==> config.mk <==
export PLATFORM = sky130hd
export DESIGN_NAME = integer_to_ascii_padded_core
export DESIGN_NICKNAME = d
export VERILOG_FILES = /design/src/hdl/i2a_pkg.sv /design/src/hdl/i2a_conv.sv /design/src/hdl/integer_to_ascii_padded_core.sv
export SDC_FILE = /design/constraint.sdc
export NUM_CORES = 1
export LEC_CHECK = 0
export ABC_AREA = 1
export BUFFER_PORTS_ARGS = -buffer_cell sky130_fd_sc_hd__buf_2
export CORE_UTILIZATION = 30
export CTS_BUF_LIST = sky130_fd_sc_hd__clkbuf_8
export CTS_CLUSTER_SIZE = 25
export DETAILED_ROUTE_END_ITERATION = 8
export GPL_TIMING_DRIVEN = 1
export PLACE_DENSITY = 0.51
export SLEW_MARGIN = 20
export SYNTH_ARGS = -nofsm -noshare
export SYNTH_HDL_FRONTEND = slang
export SYNTH_SLANG_ARGS = --single-unit
==> constraint.sdc <==
create_clock -name aclk -period 5.8 [get_ports aclk]
set_input_delay 0.29 -clock aclk [delete_from_list [all_inputs] [get_ports aclk]]
set_output_delay 0.29 -clock aclk [all_outputs]
set_load 0.005 [all_outputs]
==> src/hdl/i2a_pkg.sv <==
`timescale 1ns / 1ps
`default_nettype none

package i2a_pkg;

    localparam int BIN_BITS   = 64;
    localparam int DEC_DIGITS = 20;
    localparam int HEX_DIGITS = 16;
    localparam int BCD_BITS   = DEC_DIGITS * 4;
    localparam int NDIG_W     = 5;
    localparam int CNT_W      = 6;

    localparam logic [1:0] OP_UDEC = 2'd0;
    localparam logic [1:0] OP_SDEC = 2'd1;
    localparam logic [1:0] OP_HEX  = 2'd2;

    localparam logic [7:0] CHAR_ZERO  = 8'h30;
    localparam logic [7:0] CHAR_SPACE = 8'h20;
    localparam logic [7:0] CHAR_MINUS = 8'h2d;
    localparam logic [7:0] HEX_ALPHA  = 8'h57;

    typedef struct packed {
        logic [1:0]  op;
        logic [63:0] value;
        logic [5:0]  width;
        logic        zero_pad;
    } i2a_req_t;

    typedef struct packed {
        logic [7:0] char_out;
        logic       last;
    } i2a_rsp_t;

    typedef struct packed {
        logic start;
        logic shift;
    } i2a_cctl_t;

    typedef struct packed {
        logic              done;
        logic              neg;
        logic [NDIG_W-1:0] ndig;
        logic [3:0]        msd;
    } i2a_cstat_t;

    typedef enum logic [1:0] {
        C_IDLE,
        C_DABBLE,
        C_SCAN,
        C_DONE
    } i2a_cstate_t;

    typedef enum logic [2:0] {
        T_IDLE,
        T_CONV,
        T_PAD,
        T_SIGN,
        T_DIGIT
    } i2a_tstate_t;

endpackage

`default_nettype wire

==> src/hdl/i2a_conv.sv <==
`timescale 1ns / 1ps
`default_nettype none

module i2a_conv (
    input  wire logic               aclk,
    input  wire logic               aresetn,
    input  wire i2a_pkg::i2a_cctl_t ctl,
    input  wire logic [1:0]         op,
    input  wire logic [63:0]        value,
    output i2a_pkg::i2a_cstat_t     stat
);
    import i2a_pkg::*;

    i2a_cstate_t             state_reg, state_next;
    logic [BIN_BITS-1:0]     bin_reg, bin_next;
    logic [BCD_BITS-1:0]     bcd_reg, bcd_next;
    logic [CNT_W-1:0]        cnt_reg, cnt_next;
    logic [NDIG_W-1:0]       ndig_reg, ndig_next;
    logic                    neg_reg, neg_next;
    logic [BCD_BITS-1:0]     adj;
    logic                    is_hex;
    logic                    in_neg;
    logic                    lead_zero;

    always_comb begin
        case (op) inside
            OP_UDEC, OP_SDEC: is_hex = 1'b0;
            default:          is_hex = 1'b1;
        endcase
    end

    assign in_neg    = (op == OP_SDEC) && value[BIN_BITS-1];
    assign lead_zero = (ndig_reg > NDIG_W'(1)) && (bcd_reg[BCD_BITS-1 -: 4] == 4'd0);

    always_comb begin
        for (int i = 0; i < DEC_DIGITS; i++) begin
            if (bcd_reg[4*i +: 4] >= 4'd5) begin
                adj[4*i +: 4] = bcd_reg[4*i +: 4] + 4'd3;
            end else begin
                adj[4*i +: 4] = bcd_reg[4*i +: 4];
            end
        end
    end

    always_comb begin
        state_next = state_reg;
        unique case (state_reg)
            C_IDLE, C_DONE: begin
                if (ctl.start) begin
                    state_next = is_hex ? C_SCAN : C_DABBLE;
                end
            end
            C_DABBLE: begin
                if (cnt_reg == CNT_W'(BIN_BITS - 1)) begin
                    state_next = C_SCAN;
                end
            end
            C_SCAN: begin
                if (!lead_zero) begin
                    state_next = C_DONE;
                end
            end
            default: state_next = C_IDLE;
        endcase
    end

    always_comb begin
        bin_next  = bin_reg;
        bcd_next  = bcd_reg;
        cnt_next  = cnt_reg;
        ndig_next = ndig_reg;
        neg_next  = neg_reg;
        unique case (state_reg)
            C_IDLE, C_DONE: begin
                if (ctl.start) begin
                    neg_next = in_neg;
                    cnt_next = '0;
                    if (is_hex) begin
                        bcd_next  = {value, {(BCD_BITS - BIN_BITS){1'b0}}};
                        ndig_next = NDIG_W'(HEX_DIGITS);
                    end else begin
                        bcd_next  = '0;
                        bin_next  = in_neg ? (~value + 64'd1) : value;
                        ndig_next = NDIG_W'(DEC_DIGITS);
                    end
                end else if (ctl.shift) begin
                    bcd_next = {bcd_reg[BCD_BITS-5:0], 4'd0};
                end
            end
            C_DABBLE: begin
                bcd_next = {adj[BCD_BITS-2:0], bin_reg[BIN_BITS-1]};
                bin_next = {bin_reg[BIN_BITS-2:0], 1'b0};
                cnt_next = cnt_reg + CNT_W'(1);
            end
            C_SCAN: begin
                if (lead_zero) begin
                    bcd_next  = {bcd_reg[BCD_BITS-5:0], 4'd0};
                    ndig_next = ndig_reg - NDIG_W'(1);
                end
            end
            default: begin
                bcd_next = bcd_reg;
            end
        endcase
    end

    always_comb begin
        stat.done = (state_reg == C_DONE);
        stat.neg  = neg_reg;
        stat.ndig = ndig_reg;
        stat.msd  = bcd_reg[BCD_BITS-1 -: 4];
    end

    always_ff @(posedge aclk) begin
        if (!aresetn) begin
            state_reg <= C_IDLE;
        end else begin
            state_reg <= state_next;
        end
        bin_reg  <= bin_next;
        bcd_reg  <= bcd_next;
        cnt_reg  <= cnt_next;
        ndig_reg <= ndig_next;
        neg_reg  <= neg_next;
    end

endmodule

`default_nettype wire

==> src/hdl/integer_to_ascii_padded_core.sv <==
// Conversion: decimal values run 64 shift-and-adjust steps, hex values are loaded directly;
// a scan then drops each suppressed leading zero before fill, sign and digits are sent.
// Throughput: one character per cycle while the output is taken; the next request is
// accepted the cycle after the final character enters the output register, so a new
// request is not taken before the previous one has sent its last character.
// Reset: synchronous, active low; clears the sequencers and the output valid.
`timescale 1ns / 1ps
`default_nettype none

module integer_to_ascii_padded_core #(
    parameter int MAX_WIDTH = 32
) (
    input  wire logic              aclk,
    input  wire logic              aresetn,
    input  wire logic              s_valid,
    output logic                   s_ready,
    input  wire i2a_pkg::i2a_req_t s_req,
    output logic                   m_valid,
    input  wire logic              m_ready,
    output i2a_pkg::i2a_rsp_t      m_rsp
);
    import i2a_pkg::*;

    localparam int LW = $clog2(MAX_WIDTH + 1);
    localparam int CW = (LW > 6) ? LW : 6;

    i2a_tstate_t       state_reg, state_next;
    logic [CW-1:0]     w_reg, w_next;
    logic [CW-1:0]     pad_reg, pad_next;
    logic [NDIG_W-1:0] dig_reg, dig_next;
    logic              zp_reg, zp_next;
    logic              m_valid_reg, m_valid_next;
    i2a_rsp_t          m_rsp_reg, m_rsp_next;

    i2a_cctl_t         cctl;
    i2a_cstat_t        cstat;

    logic              accept;
    logic              emit_ok;
    logic              emit;
    i2a_rsp_t          emit_rsp;
    logic [CW-1:0]     w_sat;
    logic [CW-1:0]     text_len;
    logic [CW-1:0]     pad_calc;
    logic [7:0]        fill;

    function automatic logic [7:0] digit_char(input logic [3:0] d);
        if (d < 4'd10) begin
            return CHAR_ZERO + 8'(d);
        end
        return HEX_ALPHA + 8'(d);
    endfunction

    i2a_conv u_conv (
        .aclk    (aclk),
        .aresetn (aresetn),
        .ctl     (cctl),
        .op      (s_req.op),
        .value   (s_req.value),
        .stat    (cstat)
    );

    assign accept   = s_valid && s_ready;
    assign emit_ok  = !m_valid_reg || m_ready;
    assign w_sat    = (CW'(s_req.width) > CW'(MAX_WIDTH)) ? CW'(MAX_WIDTH)
                                                           : CW'(s_req.width);
    assign text_len = CW'(cstat.ndig) + CW'(cstat.neg);
    assign pad_calc = (w_reg > text_len) ? (w_reg - text_len) : '0;
    assign fill     = zp_reg ? CHAR_ZERO : CHAR_SPACE;

    always_comb begin
        state_next = state_reg;
        unique case (state_reg)
            T_IDLE: begin
                if (s_valid) begin
                    state_next = T_CONV;
                end
            end
            T_CONV: begin
                if (cstat.done) begin
                    if (pad_calc != '0) begin
                        state_next = T_PAD;
                    end else if (cstat.neg) begin
                        state_next = T_SIGN;
                    end else begin
                        state_next = T_DIGIT;
                    end
                end
            end
            T_PAD: begin
                if (emit_ok && pad_reg == CW'(1)) begin
                    state_next = cstat.neg ? T_SIGN : T_DIGIT;
                end
            end
            T_SIGN: begin
                if (emit_ok) begin
                    state_next = T_DIGIT;
                end
            end
            T_DIGIT: begin
                if (emit_ok && dig_reg == NDIG_W'(1)) begin
                    state_next = T_IDLE;
                end
            end
            default: state_next = T_IDLE;
        endcase
    end

    always_comb begin
        s_ready           = 1'b0;
        emit              = 1'b0;
        emit_rsp.char_out = fill;
        emit_rsp.last     = 1'b0;
        cctl.start        = 1'b0;
        cctl.shift        = 1'b0;
        unique case (state_reg)
            T_IDLE: begin
                s_ready    = 1'b1;
                cctl.start = s_valid;
            end
            T_CONV: begin
                emit = 1'b0;
            end
            T_PAD: begin
                emit = emit_ok;
            end
            T_SIGN: begin
                emit              = emit_ok;
                emit_rsp.char_out = CHAR_MINUS;
            end
            T_DIGIT: begin
                emit              = emit_ok;
                emit_rsp.char_out = digit_char(cstat.msd);
                emit_rsp.last     = (dig_reg == NDIG_W'(1));
                cctl.shift        = emit_ok;
            end
            default: begin
                emit = 1'b0;
            end
        endcase
    end

    always_comb begin
        w_next       = w_reg;
        zp_next      = zp_reg;
        pad_next     = pad_reg;
        dig_next     = dig_reg;
        m_valid_next = m_valid_reg;
        m_rsp_next   = m_rsp_reg;
        if (accept) begin
            w_next  = w_sat;
            zp_next = s_req.zero_pad;
        end
        if (state_reg == T_CONV && cstat.done) begin
            pad_next = pad_calc;
            dig_next = cstat.ndig;
        end
        if (state_reg == T_PAD && emit) begin
            pad_next = pad_reg - CW'(1);
        end
        if (state_reg == T_DIGIT && emit) begin
            dig_next = dig_reg - NDIG_W'(1);
        end
        if (emit) begin
            m_valid_next = 1'b1;
            m_rsp_next   = emit_rsp;
        end else if (m_ready) begin
            m_valid_next = 1'b0;
        end
    end

    always_ff @(posedge aclk) begin
        if (!aresetn) begin
            state_reg   <= T_IDLE;
            m_valid_reg <= 1'b0;
        end else begin
            state_reg   <= state_next;
            m_valid_reg <= m_valid_next;
        end
        w_reg     <= w_next;
        zp_reg    <= zp_next;
        pad_reg   <= pad_next;
        dig_reg   <= dig_next;
        m_rsp_reg <= m_rsp_next;
    end

    assign m_valid = m_valid_reg;
    assign m_rsp   = m_rsp_reg;

`ifndef SYNTHESIS
    a_busy_after_accept: assert property (@(posedge aclk) disable iff (!aresetn)
        accept |=> !s_ready)
        else $error("request accepted while previous conversion pending");

    a_last_ends_item: assert property (@(posedge aclk) disable iff (!aresetn)
        (emit && emit_rsp.last) |=> (state_reg == T_IDLE))
        else $error("sequencer did not return to idle after final character");

    a_digits_ready: assert property (@(posedge aclk) disable iff (!aresetn)
        (state_reg == T_DIGIT) |-> (cstat.done && dig_reg != '0))
        else $error("digit emission without finished conversion");

    a_pad_nonzero: assert property (@(posedge aclk) disable iff (!aresetn)
        (state_reg == T_PAD) |-> (pad_reg != '0))
        else $error("fill emission with empty fill count");
`endif

endmodule

`default_nettype wire

==> flow_metrics.py <==
metrics = {
    "outcome": {
        "outcome": "complete, no violations",
    },
    "global_route": {
        "grt.total_usage": 0.181,
        "grt_pass1_wl_um": 62300,
        "grt_antenna_before_repair": 1,
        "grt_max_degree": 74,
        "grt_overflow": 0,
        "grt_pass1_vias": 11300,
    },
    "synth": {
        "syn_nets": 1790,
        "synth_seq_cells": 188,
        "synth_cell_types": 50,
        "syn_inst": 1652,
        "synth_top_cell_area_share": 0.414,
        "synth-main-ff-cell": "edfxtp_1",
        "synth_edf_count": 182,
        "synth.largest_area_cell": "edfxtp_1",
        "yosys_warnings": 0,
        "synthArstFlopShare": 0,
        "synth_most_common_cell": "nand2_1",
        "yosys-top-cells-count": "nand2_1 (313), inv_1 (215), nor2_1 (200), edfxtp_1 (182), o21ai_0 (159)",
        "synth.area.top_cells": "edfxtp_1 (41%), nand2_1 (8.9%), inv_1 (6.1%)",
        "synth_area_sq_mm": 0.0132,
        "ys_seq_area_frac": 0.423,
        "postSynthAreaPerCell_sq_um": 7.99,
    },
    "power": {
        "irDropWorstVdd_uv": 336,
        "powerDensity_mw_per_mm2": 502,
        "p_leak_uw": 0.00582,
    },
    "place": {
        "place.gp.congestion": 0.894,
        "portBuffers": 86,
        "dp_hpwl_um": 29000,
    },
    "clock_tree": {
        "h-tree-depth": 4,
        "cts.clk_slew.worst_paths_ns": 0.12,
        "cts_buffer_depth": 2,
        "cts.sinks": 188,
        "cts-root-buf": "clkbuf_8",
        "clk_latency_ns": 0.52,
        "cts_tree": "built",
        "cts-buffers-inserted": 17,
        "cts_resized": 0,
    },
    "timing": {
        "slew_viol_final": 0,
        "tightest_slew_ns": 1.00,
        "clock_skew_ns": 0.0257,
        "fin_crit_sh": 0.553,
        "final-hold-violation-count": 0,
        "period_needed_ns": 3.20,
        "rsz0062_at_grt": "no",
        "setup_tns_ns": 0,
        "setup_viol": 0,
        "slew_headroom": 0.332,
        "fmax_ghz": 0.312,
    },
    "drt": {
        "viasPerCell": 5.08,
        "drc_errors": 0,
        "wl_um": 39700,
        "ant_nets": 0,
        "drt_pass1_iterations": 5,
        "vias": 11800,
        "avgRoutedWirePerCell_um": 17.2,
        "drtIter0Drc": 991,
    },
    "hold_path": {
        "min_path_type": "in2reg",
    },
    "setup_path": {
        "cp.required_ns": 5.96,
        "crit_type": "reg2reg",
        "cp_data_arrival_time_ns": 3.37,
        "cp-start-kind": "flip-flop",
        "cp_max_fo": 39,
        "cp-end-kind": "flip-flop",
    },
    "layout": {
        "largest_reg_flops": 80,
        "fin_nets": 1854,
        "drive_gt1_frac": 0.118,
        "syn2layout_area_growth_pct": 10.7,
        "fin_util": 0.338,
        "nFillCells": 4544,
    },
    "floorplanning": {
        "die_w_um": 212,
        "die_area_sq_mm": 0.0449,
        "rows": 76,
        "io_pins": 88,
        "core_sq_mm": 0.0433,
        "fp.dieH_um": 212,
        "start_util": 0.305,
    },
    "run": {
        "maxCapViolCount": 0,
    },
}
[final cells by class]
cell class	instances	area, sq um	share of cell area
antenna	1	2.50	0.000171
sequential	188	5590	0.382
multi-input combinational	1183	6530	0.447
inverter	232	872	0.0596
tap	585	732	0.0500
timing repair buffer	94	508	0.0347
clock buffer	17	234	0.0160
clock inverter	15	160	0.0109
[placed cells by master, fill, tap and decap left out, types with 4 or more instances in the layout]
master	count
nand3_1	85
nand4_1	19
o221ai_2	10
dfxtp_1	6
nand2_1	312
o221ai_1	49
buf_2	86
inv_2	16
nor2_2	8
xnor2_1	10
nor3_1	17
inv_1	215
nand3_2	5
edfxtp_1	182
o21ai_0	159
nor2_1	200
nand2_2	11
clkinv_4	4
o211ai_1	20
clkbuf_8	17
o22ai_1	8
o21ai_1	18
xor2_1	25
ha_1	58
o31ai_1	6
nor2_4	12
a21oi_1	104
buf_4	5
or2_1	4
a31oi_1	10
[kinds of logic (layout without fill, tap and decap cells)]
kind of cell	Yosys count	in the layout	share of synthesized area
and+or+nand+nor	692	692	0.230
xor gates and xnor gates	35	35	0.0232
DFF	188	188	0.423
adders and majority gates	61	61	0.0584
buffers and inverters	281	358	0.0847
AOI/OAI and AO/OA	393	393	0.180
other	2	3	0.000569
[critical path, cell delays in order, from the launching register on]
cell	delay, ns
dfxtp_1	0.39
inv_1	0.06
ha_2	0.76
inv_1	0.19
nor2_1	0.19
nand2_1	0.09
nand2_2	0.55
buf_4	0.57
[through the flow]
step / cells / hold WS [ns] / instance area (sq um) / power, uW / setup WS (ns)
CTS: 2314 / 0.00237 / 14600 / 7400 / 2.15
global placement: 2280 / 0.472 / 14200 / 6400 / 2.20
floorplan: 1652 / 0.389 / 13200 / 5460 / 0.194
global route: 2314 / 0.0488 / 14600 / 8000 / 2.34
detailed placement: 2280 / 0.473 / 14200 / 6450 / 2.17
finish: 2315 / 0.0467 / 14600 / 7350 / 2.60
[metal layers]
layer  vias up  part of all wire  track usage
met1      5570              0.46        0.239
li1       5805                 -            -
met5         -                 0            0
met3        37             0.052       0.0279
met4         0             0.017       0.0520
met2       349              0.48        0.304
[path summary, 6_finish.rpt]
| path | startpoint | slack, ns | cells past startpoint | endpoint |
|---|---|---|---|---|
| max | u_conv.state_reg[0] | 2.60 | 7 | u_conv.bin_reg[19] |
| min | aresetn | 0.05 | 3 | m_valid |
| max reg2reg | u_conv.state_reg[0] | 2.60 | 7 | u_conv.bin_reg[19] |
| min reg2reg | state_reg[1] | 0.51 | 2 | state_reg[1] |
[repair_timing]
action	CTS	global route
setup buffers	0	0
setup endpoints to repair	0	0
hold endpoints to repair	2	0
hold buffers	2	0
[report_power, final]
| group | switching, uW | internal (uW) | total [uW] |
|---|---|---|---|
| Clock | 562 | 355 | 917 |
| Combinational | 2480 | 1100 | 3580 |
| Sequential | 352 | 2500 | 2850 |
| Total | 3400 | 3950 | 7350 |
(Power assumes the default switching activity.)
